File: config.mk
export PLATFORM = sky130hd
export DESIGN_NAME = gyro_frame_parser_top_flat
export DESIGN_NICKNAME = d
export VERILOG_FILES = /design/src/hdl/gfp_pkg.sv /design/src/hdl/gfp_if.sv /design/src/hdl/gfp_in_stage.sv /design/src/hdl/gfp_decoder.sv /design/src/hdl/gyro_frame_parser_top.sv /design/src/flat_wrapper.sv
export SDC_FILE = /design/constraint.sdc
export NUM_CORES = 1
export LEC_CHECK = 0
export BUFFER_PORTS_ARGS = -buffer_cell sky130_fd_sc_hd__buf_2
export CORE_MARGIN = 1.5
export CORE_UTILIZATION = 26
export CTS_CLUSTER_SIZE = 30
export DETAILED_ROUTE_END_ITERATION = 6
export GPL_TIMING_DRIVEN = 0
export PLACE_DENSITY = 0.4
export SLEW_MARGIN = 10
export SYNTH_ARGS = -nofsm -noshare
export SYNTH_HDL_FRONTEND = slang
export SYNTH_HIERARCHICAL = 1
export SYNTH_SLANG_ARGS = --single-unit
File: constraint.sdc
create_clock -name i_clk -period 7.5 [get_ports i_clk]
set_clock_uncertainty 0.1 [all_clocks]
set_input_delay 0.75 -clock i_clk [delete_from_list [all_inputs] [get_ports i_clk]]
set_output_delay 0.75 -clock i_clk [all_outputs]
set_load 0.01 [all_outputs]
File: src/hdl/gfp_pkg.sv
// Shared types, constants and scaling functions of the gyro frame parser.
package gfp_pkg;

    localparam int BYTE_W = 8;
    localparam int RAW_W  = 16;
    localparam int RATE_W = 20;
    localparam int YAW_W  = 17;
    localparam int CNT_W  = 3;

    localparam logic [BYTE_W-1:0] HDR_BYTE  = 8'h5A;
    localparam logic [BYTE_W-1:0] TYPE_RATE = 8'hAA;
    localparam logic [BYTE_W-1:0] TYPE_YAW  = 8'hBB;

    localparam logic KIND_RATE = 1'b0;
    localparam logic KIND_YAW  = 1'b1;

    localparam logic [CNT_W-1:0] CNT_CHECKSUM = 3'd4;

    // One byte request between the input register and the decoder
    typedef struct packed {
        logic              valid;
        logic [BYTE_W-1:0] data;
    } t_byte_req;

    // raw * 2000 / 32768 in Q8 is raw * 125 / 8; drop the 3 low bits for the floor
    function automatic logic signed [RATE_W-1:0] scale_rate(input logic [RAW_W-1:0] raw);
        logic [23:0] prod;
        prod = {{8{raw[RAW_W-1]}}, raw} * 24'd125;
        return $signed(prod[22:3]);
    endfunction

    // raw * 180 / 32768 in Q8 is raw * 45 / 32; drop the 5 low bits for the floor
    function automatic logic signed [YAW_W-1:0] scale_yaw(input logic [RAW_W-1:0] raw);
        logic [22:0] prod;
        prod = {{7{raw[RAW_W-1]}}, raw} * 23'd45;
        return $signed(prod[21:5]);
    endfunction

endpackage

File: src/hdl/gfp_if.sv
// Stream interfaces of the gyro frame parser: received bytes and decoded results.
interface gfp_byte_if;
    import gfp_pkg::*;
    logic              valid;
    logic              ready;
    logic [BYTE_W-1:0] rx_byte;
    modport source (output valid, output rx_byte, input ready);
    modport sink   (input valid, input rx_byte, output ready);
endinterface

interface gfp_res_if;
    import gfp_pkg::*;
    logic                     valid;
    logic                     ready;
    logic                     frame_kind;
    logic signed [RATE_W-1:0] rate_q8;
    logic signed [YAW_W-1:0]  yaw_q8;
    modport source (output valid, output frame_kind, output rate_q8, output yaw_q8,
                    input ready);
    modport sink   (input valid, input frame_kind, input rate_q8, input yaw_q8,
                    output ready);
endinterface

File: src/hdl/gfp_in_stage.sv
// Input register: captures one received byte and hands it to the decoder.
module gfp_in_stage (
    input  logic               i_clk,
    input  logic               i_rst_n,
    gfp_byte_if.sink           i_byte,
    input  logic               i_advance,
    output gfp_pkg::t_byte_req o_req
);
    import gfp_pkg::*;

    logic              r_valid;
    logic [BYTE_W-1:0] r_byte;
    logic              w_ready;

    // take a new byte when the register is empty or drains this cycle
    assign w_ready      = !r_valid || i_advance;
    assign i_byte.ready = w_ready;

    always_ff @(posedge i_clk) begin
        if (!i_rst_n) begin
            r_valid <= 1'b0;
        end else if (w_ready) begin
            r_valid <= i_byte.valid;
        end
    end

    // hold the payload until the decoder takes it
    always_ff @(posedge i_clk) begin
        if (w_ready && i_byte.valid) begin
            r_byte <= i_byte.rx_byte;
        end
    end

    assign o_req.valid = r_valid;
    assign o_req.data  = r_byte;

endmodule

File: src/hdl/gfp_decoder.sv
// Frame assembly, checksum test, scaling and the result register.
module gfp_decoder (
    input  logic               i_clk,
    input  logic               i_rst_n,
    input  gfp_pkg::t_byte_req i_req,
    output logic               o_advance,
    gfp_res_if.source          o_res
);
    import gfp_pkg::*;

    logic [CNT_W-1:0]         r_count;
    logic [BYTE_W-1:0]        r_store [4];
    logic signed [RATE_W-1:0] r_rate_q8;
    logic signed [YAW_W-1:0]  r_yaw_q8;
    logic                     r_out_valid;
    logic                     r_out_kind;
    logic signed [RATE_W-1:0] r_out_rate;
    logic signed [YAW_W-1:0]  r_out_yaw;

    logic                     w_take;
    logic [CNT_W-1:0]         n_count;
    logic                     n_emit;
    logic                     w_store_en;
    logic                     w_is_rate;
    logic                     w_is_yaw;
    logic [BYTE_W-1:0]        w_sum;
    logic [RAW_W-1:0]         w_val;
    logic signed [RATE_W-1:0] n_rate_q8;
    logic signed [YAW_W-1:0]  n_yaw_q8;

    // advance when the result register is free or being taken
    assign o_advance = !r_out_valid || o_res.ready;
    assign w_take    = o_advance && i_req.valid;

    // checksum over the stored frame bytes, type from the stored type byte
    assign w_is_rate = (r_store[1] == TYPE_RATE);
    assign w_is_yaw  = (r_store[1] == TYPE_YAW);
    assign w_sum     = r_store[0] + r_store[1] + r_store[2] + r_store[3];
    assign w_val     = {r_store[3], r_store[2]};

    // step the byte count; resync only on the header slot
    always_comb begin
        n_count    = r_count;
        n_emit     = 1'b0;
        w_store_en = 1'b0;
        n_rate_q8  = r_rate_q8;
        n_yaw_q8   = r_yaw_q8;
        if (r_count == CNT_CHECKSUM) begin
            n_count = '0;
            if ((w_is_rate || w_is_yaw) && (w_sum == i_req.data)) begin
                n_emit = 1'b1;
                if (w_is_rate) begin
                    n_rate_q8 = scale_rate(w_val);
                end else begin
                    n_yaw_q8 = scale_yaw(w_val);
                end
            end
        end else if ((r_count != '0) || (i_req.data == HDR_BYTE)) begin
            w_store_en = 1'b1;
            n_count    = r_count + 3'd1;
        end
    end

    // control state and latest scaled values
    always_ff @(posedge i_clk) begin
        if (!i_rst_n) begin
            r_count     <= '0;
            r_rate_q8   <= '0;
            r_yaw_q8    <= '0;
            r_out_valid <= 1'b0;
        end else begin
            if (w_take) begin
                r_count   <= n_count;
                r_rate_q8 <= n_rate_q8;
                r_yaw_q8  <= n_yaw_q8;
            end
            if (o_advance) begin
                r_out_valid <= w_take && n_emit;
            end
        end
    end

    // frame bytes and result payload
    always_ff @(posedge i_clk) begin
        if (w_take && w_store_en) begin
            r_store[r_count[1:0]] <= i_req.data;
        end
        if (w_take && n_emit) begin
            r_out_kind <= w_is_rate ? KIND_RATE : KIND_YAW;
            r_out_rate <= n_rate_q8;
            r_out_yaw  <= n_yaw_q8;
        end
    end

    assign o_res.valid      = r_out_valid;
    assign o_res.frame_kind = r_out_kind;
    assign o_res.rate_q8    = r_out_rate;
    assign o_res.yaw_q8     = r_out_yaw;

endmodule

File: src/hdl/gyro_frame_parser_top.sv
// Top level of the gyro frame parser.
//
// Usage:
//   i_byte carries received serial bytes, one per request (valid/ready).
//   o_res carries one decoded result per good frame: the frame kind
//   (0 rate, 1 yaw) and the latest rate and yaw in signed Q8.
//   Frames are 5 bytes: 0x5A, type, value low, value high, 8-bit sum.
//   Bad checksums and unknown types are dropped without a result.
// Timing:
//   A byte passes an input register and then the decoder into the result
//   register, where the result of a frame's last byte shows. One byte is
//   taken every cycle while the receiver does not stall o_res.
// Reset (synchronous, active low) empties both registers, clears the byte
// count and sets both latest values to zero.
// When the receiver stalls, the result register holds; one more byte waits
// in the input register and then i_byte.ready drops.
module gyro_frame_parser_top (
    input  logic      i_clk,
    input  logic      i_rst_n,
    gfp_byte_if.sink  i_byte,
    gfp_res_if.source o_res
);
    import gfp_pkg::*;

    t_byte_req w_req;
    logic      w_advance;

    gfp_in_stage u_in_stage (
        .i_clk     (i_clk),
        .i_rst_n   (i_rst_n),
        .i_byte    (i_byte),
        .i_advance (w_advance),
        .o_req     (w_req)
    );

    gfp_decoder u_decoder (
        .i_clk     (i_clk),
        .i_rst_n   (i_rst_n),
        .i_req     (w_req),
        .o_advance (w_advance),
        .o_res     (o_res)
    );

endmodule

File: src/flat_wrapper.sv
// flat-port wrapper written by rule: the top's interface ports become plain ports
module gyro_frame_parser_top_flat import gfp_pkg::*;
  (i_clk, i_rst_n, i_byte_valid, i_byte_rx_byte, i_byte_ready, o_res_valid, o_res_frame_kind, o_res_rate_q8, o_res_yaw_q8, o_res_ready);
  gfp_byte_if i_byte_i ();
  gfp_res_if o_res_i ();
  input  logic i_clk;
  input  logic i_rst_n;
  input wire logic [$bits(i_byte_i.valid)-1:0] i_byte_valid;
  input wire logic [$bits(i_byte_i.rx_byte)-1:0] i_byte_rx_byte;
  output wire logic [$bits(i_byte_i.ready)-1:0] i_byte_ready;
  output wire logic [$bits(o_res_i.valid)-1:0] o_res_valid;
  output wire logic [$bits(o_res_i.frame_kind)-1:0] o_res_frame_kind;
  output wire logic [$bits(o_res_i.rate_q8)-1:0] o_res_rate_q8;
  output wire logic [$bits(o_res_i.yaw_q8)-1:0] o_res_yaw_q8;
  input wire logic [$bits(o_res_i.ready)-1:0] o_res_ready;
  assign i_byte_i.valid = i_byte_valid;
  assign i_byte_i.rx_byte = i_byte_rx_byte;
  assign i_byte_ready = i_byte_i.ready;
  assign o_res_valid = o_res_i.valid;
  assign o_res_frame_kind = o_res_i.frame_kind;
  assign o_res_rate_q8 = o_res_i.rate_q8;
  assign o_res_yaw_q8 = o_res_i.yaw_q8;
  assign o_res_i.ready = o_res_ready;
  gyro_frame_parser_top u_core (.i_clk(i_clk), .i_rst_n(i_rst_n), .i_byte(i_byte_i), .o_res(o_res_i));
endmodule
# [Word-level counts from Yosys, hierarchy flattened]
# Memories as Yosys holds them, arrays and structs flattened.
# Cells that the tools add are included.
[word_totals] regBits=88 ram_bits=32 input_bits=12 out_inout_bits=40 wordCells=50 memories=1
[mem_list] memory="u_core.u_decoder.r_store" depth=4 width=8 rd=4 rd_clocked_by_memory_dff=0 wr=1 line="gfp_decoder.sv:12" source="logic [BYTE_W-1:0] r_store [4];"
[op_classes] n_addsub=4 n_mul=2 n_eq_ne=5 mux=15 n_reduce_logical=14
[ops] cell="two-way mux 20 bit" n=3
[ops] cell="two-way mux 17 bit" n=3
[ops] cell="adder 8 bit" n=3
[ops] cell="multiplier 16 x 8 -> 23 bit (second input constant)" n=1
[ops] cell="multiplier 16 x 7 -> 22 bit (second input constant)" n=1
[ops] cell="== test 8 bit (second input constant)" n=2
[ops] cell="== test 8 x 7 -> 1 bit (second input constant)" n=1
[ops] cell="== test 8 bit" n=1
[ops] cell="two-way mux 1 bit" n=7
[ops] cell="two-way mux 3 bit" n=2
[ops] cell="logical AND 1 bit" n=5
[ops] cell="logical OR 1 bit" n=4
[ops] cell="adder 3 x 1 -> 3 bit (second input constant)" n=1
[ops] cell="== test 3 bit (second input constant)" n=1
[ops] cell="nonzero test 3 bit" n=1
[ops] cell="zero test 1 bit" n=2
[ops] cell="AND reduction 2 bit" n=1
[ops] cell="nonzero test 2 bit" n=1

# [Longest topological paths before layout]
# Gate-level depths: netlist (run 1).
[depth] depth_word=8 depth_mapped=19 ltp_nobuf=19

# [By module]
# Netlist (run 1), hierarchy kept.
[modules_own_cells] mod="gfp_decoder" n_inst=1 cells_per_inst=957 area_per_inst_um2=9658.0 seq_area_each_um2=2922.8
[modules_own_cells] mod="gfp_in_stage" n_inst=1 cells_per_inst=14 area_per_inst_um2=305.3 seq_area_each_um2=260.2

# [Least setup slack after synthesis (run 1)]
# OpenSTA, ideal clock, no wires.
[synth_timing] kind="register -> register" start="memory u_core.u_decoder.r_store[3][1]" end="register u_core.u_decoder.r_out_kind, in the netlist u_core/u_decoder/o_res.frame_kind (enable)" setup_time_ns=0.481 t_arrival_ns=5.747 required_ns=6.919 slack_ns=1.172 path_stages_with_launch=13 path_buffers=0 period_less_slack_ns=6.328 path_cell_list="edfxtp_1 > inv_1 > fa_1 > fa_1 > inv_1 > ha_1 > fa_1 > a21o_1 > a21oi_1 > o21ai_0 > xnor2_1 > nand2b_4 > nor3_1"
[synth_lines] element="from (decl)" line="gfp_decoder.sv:12"
[synth_lines] element="to (signal assigned)" line="gfp_decoder.sv:89" source="r_out_kind <= w_is_rate ? KIND_RATE : KIND_YAW;"
[synth_lines] element="to (decl)" line="gfp_decoder.sv:16" source="logic r_out_kind;"

==> key figures, run 1 <==
Final layout
  – Final-layout fill cell count: 3996
  – Nets: 1263
  – Layout area overhead: 15.7%
  – Most frequent cells in the layout: 204 x inv_1, 115 x ha_1, 92 x fa_1, 78 x edfxtp_1, 59 x nand2_1
  – Multi-input logic area: 0.00593 mm2
  – Storage cell area: 0.00318 mm2
  – Most common cell after layout, fill and taps aside: inv_1
  – Post-Layout Cell Count: 1569
  – Share of layout cells above drive strength 1: 0.119

Yosys
  – Syn Area/Cell: 10.3 um2
  – Synth Instances: 971
  – Top_reg_cell synth: edfxtp_1
  – Largest family of logic cells by synthesized area: adder cells
  – Syn nets: 1190
  – YS warnings: 6
  – Compound-Gate Fraction of Synth Area: 0.0880
  – XOR/XNOR share of the synthesized area: 0.0544
  – Seq/Total Area, Yosys: 0.319
  – #FFs+latches synth: 120
  – Synth cell types: 59
  – Adder-Cell Fraction of Synth Area: 0.329
  – Synthesized area: 0.00996 mm2
  – Simple-gate area share of the yosys netlist: 0.101
  – Post-synthesis mux area share: 0.0207
  – Number of synthesized flops with an enable pin: 78
  – FFs w/ async S/R, synth: 0

STA
  – Final setup margin: 1.68 ns
  – Max Slew Vio Count: 0
  – RSZ-0062 raised after global routing: false
  – Slew margin rel.: 0.335
  – Peak Freq: 172 MHz
  – Measured slew at the worst slew-check pin: 0.989 ns
  – Final Hold Viols: 0
  – Crit path time final: 5.82 ns
  – Period utilization: 0.776
  – Final count of negative-setup-slack endpoints: 0

Clock network
  – CTS Buf Count: 17
  – Clk Latency, worst-skew pair: 0.42 ns
  – CTS Sinks: 120
  – CTS Root Cell: clkbuf_16
  – CTS resizes: 0
  – H-tree depth: 4
  – Hold-fix buffers, CTS: 0
  – Worst-path clk slew: 0.06 ns
  – Clock tree buffer depth: 2
  – Setup bufs post-CTS: 0
  – CTS tree: done

Critical path
  – CP Cell Sequence: inv_1 -> fa_1 -> inv_1 -> fa_1 -> fa_1 -> inv_1 -> fa_1 -> inv_1 -> ha_1 -> a21oi_1 -> o21ai_0 -> or3_1 -> a41oi_1 -> nor3_1 -> or3_1 -> a21oi_1 -> xor2_1 -> o21ai_0
  – CP Data Required Time: 7.56 ns
  – Crit path DAT: 5.88 ns
  – Max incr delay on CP: 0.65 ns
  – Crit Path Category: reg -> reg
  – CP endpoint kind: flip-flop
  – Slowest CP cell: edfxtp_1
  – Worst setup SP type: flip-flop
  – CP max FO: 8

Floorplanning
  – Placeable Area: 0.0377 mm2
  – Width of the die: 199 um
  – Die area: 0.0395 mm2
  – IO Pins: 52
  – Standard-cell row count: 71
  – Initial Util: 0.265
  – Die height: 199 um

GRT
  – Number of global-route vias before repair: 6868
  – Aggregate global-route resource usage: 0.131
  – Pin count of the biggest net entering global routing: 17
  – First-pass GRT wire length: 38500 um
  – Gr ovfl total: 0
  – Initial antenna violation count: 0

Routing
  – DR pass1 iterations: 4
  – Vias: 6462
  – 1st-iter DRT viols: 273
  – Drt wl/cell: 15.4 um
  – Residual DRC: 0
  – Final WL: 24200 um
  – Post-DRT Antenna Nets: 0
  – Vias per cell: 4.12

Power
  – Pint: 1.29 mW
  – VDD IR-drop max: 0.000153 V
  – Switching share of power: 0.222
  – Static leakage: 5.29 nW
  – Combinational share of power: 0.030
  – PwrDens: 144 mW/mm2
  – Sw Pwr: 0.368 mW
  – Seq pwr share: 0.438
  – Clk pwr share: 0.532

Placement
  – Final HPWL DP: 20000 um
  – DP Cell Count: 1536
  – I/O Buffers: 51
  – Final GP Congestion: 0.783
  – Setup WS pre-CTS: 1.63 ns

Flow run
  – Max Cap Viol: 0

Worst hold path
  – Worst hold path class: reg -> reg

Run status
  – Status: complete, no violations
## routing by layer
| layer | up-vias | GRT usage | wire length, um |
|---|---|---|---|
| li1 | 3321 | - | - |
| met2 | 73 | 0.208 | 10600 |
| met4 | 0 | 0.0390 | 254 |
| met1 | 3054 | 0.184 | 12600 |
| met3 | 14 | 0.0207 | 716 |
| met5 | - | 0 | 0 |
## cell families after synthesis
| family | after synthesis |
|---|---|
| XOR/XNOR | 61 |
| flip-flops | 120 |
| multiplexers | 19 |
| buffers and inverters | 222 |
| AND/OR/NAND/NOR | 206 |
| AO/OA/AOI/OAI | 136 |
| adder cells (fa/ha/maj) | 207 |
## through the flow
step | cell area (um2) | setup TNS, ns | hold WS [ns] | utilization | power [mW]
floorplan | 9960 | 0 | 0.332 | - | 0.768
global placement | 10900 | -29.32 | 0.339 | 0.288 | 0.789
detailed placement | 10900 | 0 | 0.351 | 0.289 | 0.789
CTS | 11500 | 0 | 0.360 | 0.306 | 1.68
global route | 11500 | 0 | 0.374 | 0.306 | 1.71
finish | 11500 | 0 | 0.357 | 0.306 | 1.66
## sequential cells by signal (all words and copies together) (netlist names)
register and count:
u_core/u_decoder/o_res.valid 1, u_core/u_in_stage/r_byte 8, u_core/u_decoder/r_yaw_q8 17, u_core/u_decoder/r_rate_q8 20, u_core/u_decoder/r_store 32, u_core/u_decoder/o_res.yaw_q8 17, u_core/u_in_stage/r_valid 1, u_core/u_decoder/r_count 3
u_core/u_decoder/o_res.frame_kind 1, u_core/u_decoder/o_res.rate_q8 20
## synth_stat cells, types with 8 or more instances
cell type | count | area [um2]
nor2_1 | 57 | 214
o211a_1 | 8 | 80.1
o21ai_0 | 41 | 205
nand3_1 | 10 | 50.1
clkbuf_1 | 10 | 37.5
inv_1 | 204 | 766
a21o_1 | 13 | 97.6
xor2_1 | 28 | 245
and2_1 | 9 | 56.3
a21oi_1 | 33 | 165
nor3_1 | 19 | 95.1
nand2b_1 | 13 | 81.3
dfxtp_1 | 42 | 841
nand2_1 | 59 | 221
xnor2_1 | 32 | 280
fa_1 | 92 | 1840
mux2_2 | 13 | 146
ha_1 | 115 | 1440
edfxtp_1 | 78 | 2340
## final cells by class
cell class                      count  area share
Clock inverter                     13      0.0144
Timing Repair Buffer               54      0.0244
Sequential cell                   120       0.276
Tap cell                          511      0.0555
Buffer                             18     0.00857
Inverter                          204      0.0664
Multi-Input combinational cell    629       0.514
Antenna cell                        1    0.000217
Clock buffer                       19      0.0403
## power by group through the flow
stage          Combinational, mW  Clock, mW  Sequential [mW]
3_3_place_gp              0.0495          0            0.739
6_report                  0.0494      0.881            0.725
3_5_place_dp              0.0499          0            0.740
2_1_floorplan             0.0337          0            0.734
5_1_grt                   0.0550      0.932            0.727
4_1_cts                   0.0502      0.908            0.725
## worst paths after layout
path                                              startpoint                                           end  slack, ns  depth (start not counted)
hold reg to reg   u_core/u_decoder/r_yaw_q8[10]$_SDFFE_PN0P_    u_core/u_decoder/r_yaw_q8[10]$_SDFFE_PN0P_       0.36                          2
setup reg to reg    u_core/u_decoder/r_store[2][5]$_DFFE_PP_  u_core/u_decoder/o_res.rate_q8[16]$_DFFE_PP_       1.68                         18
hold / removal    u_core/u_decoder/r_yaw_q8[10]$_SDFFE_PN0P_    u_core/u_decoder/r_yaw_q8[10]$_SDFFE_PN0P_       0.36                          2
setup / recovery    u_core/u_decoder/r_store[2][5]$_DFFE_PP_  u_core/u_decoder/o_res.rate_q8[16]$_DFFE_PP_       1.68                         18
## worst max-delay path: cells and delay by family, from the launching register on
kind | cells | cell delay [ns]
adder cells (fa/ha/maj) | 5 | 2.42
AO/OA/AOI/OAI | 5 | 0.90
AND/OR/NAND/NOR | 3 | 0.83
flip-flops | 1 | 0.65
buffers and inverters | 4 | 0.44
XOR/XNOR | 1 | 0.21
Note: power is estimated with default switching activity, not from simulation.
==> inputs of run 2 (changes only) <==
==> constraint.sdc (replaced) <==
create_clock -name i_clk -period 5.4 [get_ports i_clk]
set_clock_uncertainty 0.1 [all_clocks]
set_input_delay 0.54 -clock i_clk [delete_from_list [all_inputs] [get_ports i_clk]]
set_output_delay 0.54 -clock i_clk [all_outputs]
set_load 0.01 [all_outputs]
==> key figures, run 2 (same netlist as run 1, synthesis figures left out) <==
GRT
  – Gr ovfl total: 0
  – Aggregate global-route resource usage: 0.137
  – First-pass GRT wire length: 39800 um
  – Pin count of the biggest net entering global routing: 19
  – Number of global-route vias before repair: 7002
  – Initial antenna violation count: 0

STA
  – Final count of negative-setup-slack endpoints: 0
  – Crit path time final: 5.17 ns
  – Slew margin rel.: 0.347
  – Period utilization: 0.957
  – Max Slew Vio Count: 0
  – Final setup margin: 0.233 ns
  – Final Hold Viols: 0
  – Setup TNS: 0 ns
  – Measured slew at the worst slew-check pin: 0.970 ns
  – Peak Freq: 194 MHz

Clock network
  – CTS Sinks: 120
  – Hold-fix buffers, CTS: 0
  – CTS Root Cell: clkbuf_16
  – H-tree depth: 4
  – Clk Latency, worst-skew pair: 0.44 ns
  – CTS Buf Count: 17
  – CTS tree: done
  – Clock tree buffer depth: 2
  – Worst-path clk slew: 0.06 ns

Final layout
  – Most common cell after layout, fill and taps aside: inv_1
  – Most frequent cells in the layout: 198 x inv_1, 111 x ha_1, 92 x fa_1, 78 x edfxtp_1, 59 x nand2_1
  – Layout area overhead: 18.8%
  – Nets: 1296
  – Final design utilization: 0.314
  – Share of layout cells above drive strength 1: 0.162
  – Ant diodes: 0
  – Max reg flops: 32
  – Post-Layout Cell Count: 1601

Placement
  – Setup WS pre-CTS: -0.475 ns
  – Final GP Congestion: 0.784
  – DP Cell Count: 1535
  – I/O Buffers: 51
  – Final HPWL DP: 20000 um

Critical path
  – Top delay family on crit path: adder cells
  – Worst setup SP type: flip-flop
  – CP Data Required Time: 5.48 ns
  – CP bufs+invs: 5
  – Crit Path Category: reg -> reg
  – CP max FO: 6
  – Max incr delay on CP: 0.56 ns
  – Crit path DAT: 5.25 ns
  – Slowest CP cell: fa_1
  – CP endpoint kind: flip-flop
  – CP Cell Sequence: clkinvlp_4 -> buf_4 -> fa_1 -> inv_1 -> ha_1 -> fa_1 -> inv_1 -> fa_1 -> inv_1 -> ha_4 -> a21oi_2 -> o21ai_1 -> or3_1 -> a41oi_2 -> nor3_2 -> or3_1 -> a21oi_2 -> xor2_2 -> o21ai_1

Worst hold path
  – Worst hold path class: in -> reg

Power
  – Static leakage: 5.45 nW
  – VDD IR-drop max: 0.000229 V
  – PwrDens: 183 mW/mm2

Floorplanning
  – Die height: 199 um
  – Standard-cell row count: 71
  – Placeable Area: 0.0377 mm2
  – Die area: 0.0395 mm2
  – Width of the die: 199 um
  – Initial Util: 0.265
  – IO Pins: 52

Flow run
  – Max Cap Viol: 0

Routing
  – Drt wl/cell: 15.5 um
  – Final WL: 24800 um
  – Vias: 6644
  – Residual DRC: 0
  – Post-DRT Antenna Nets: 0
  – 1st-iter DRT viols: 208
  – Vias per cell: 4.15
  – DR pass1 iterations: 4

Run status
  – Status: complete, no violations
-- run 2: changes by cell type in the layout (fill, tap and decap cells not counted), sizes merged --
cell      before  now
buf           61   94
clkinvlp       2    6
bufinv         3    1
clkbuf        30   28
clkinv         6    7
diode          1    0
inv          206  205
-- run 2: layer usage --
layer	wire length, um	GRT usage	share of wire	vias up
met5	0	0	0	-
met4	363	0.0443	0.015	0
met3	625	0.0237	0.025	18
met2	11000	0.216	0.44	62
met1	12800	0.188	0.52	3171
li1	-	-	-	3393
-- run 2: stage by stage --
step | hold slack, ns | cell area (um2) | total power, mW
global route | 0.145 | 11800 | 2.25
detailed placement | 0.349 | 10900 | 1.10
CTS | 0.142 | 11600 | 2.20
global placement | 0.339 | 10900 | 1.10
floorplan | 0.332 | 9970 | 1.07
finish | 0.170 | 11800 | 2.16
-- run 2: power by group --
part,switching (mW),internal (mW),total (mW)
Clock,0.455,0.631,1.09
Sequential,0.0150,0.992,1.01
Combinational,0.0420,0.0277,0.0697
-- run 2: layout make-up --
cell class,count,area (um2)
fill,3956,25800
multi-input combinational,629,6030
sequential,120,3180
inverter,204,786
tap,511,639
timing repair buffer,87,553
clock buffer,17,425
clock inverter,15,124
buffer,18,98.8
-- run 2: repair_timing --
item | 4_1_cts | 5_1_grt
resized for setup | 12 | 15
pin swaps | 0 | 7
buffers inserted | 18 | 16
endpoints found under the setup margin | 11 | 7
gates cloned | 0 | 0
-- run 2: final timing paths --
kind	start	to	slack [ns]	depth (start not counted)
worst min register to register	u_core/u_decoder/r_yaw_q8[10]$_SDFFE_PN0P_	u_core/u_decoder/r_yaw_q8[10]$_SDFFE_PN0P_	0.35	2
worst min-delay path	i_byte_rx_byte[5]	u_core/u_in_stage/r_byte[5]$_DFFE_PP_	0.17	1
worst max register to register	u_core/u_decoder/r_store[2][7]$_DFFE_PP_	u_core/u_decoder/o_res.rate_q8[16]$_DFFE_PP_	0.23	19
worst max-delay path	u_core/u_decoder/r_store[2][7]$_DFFE_PP_	u_core/u_decoder/o_res.rate_q8[16]$_DFFE_PP_	0.23	19
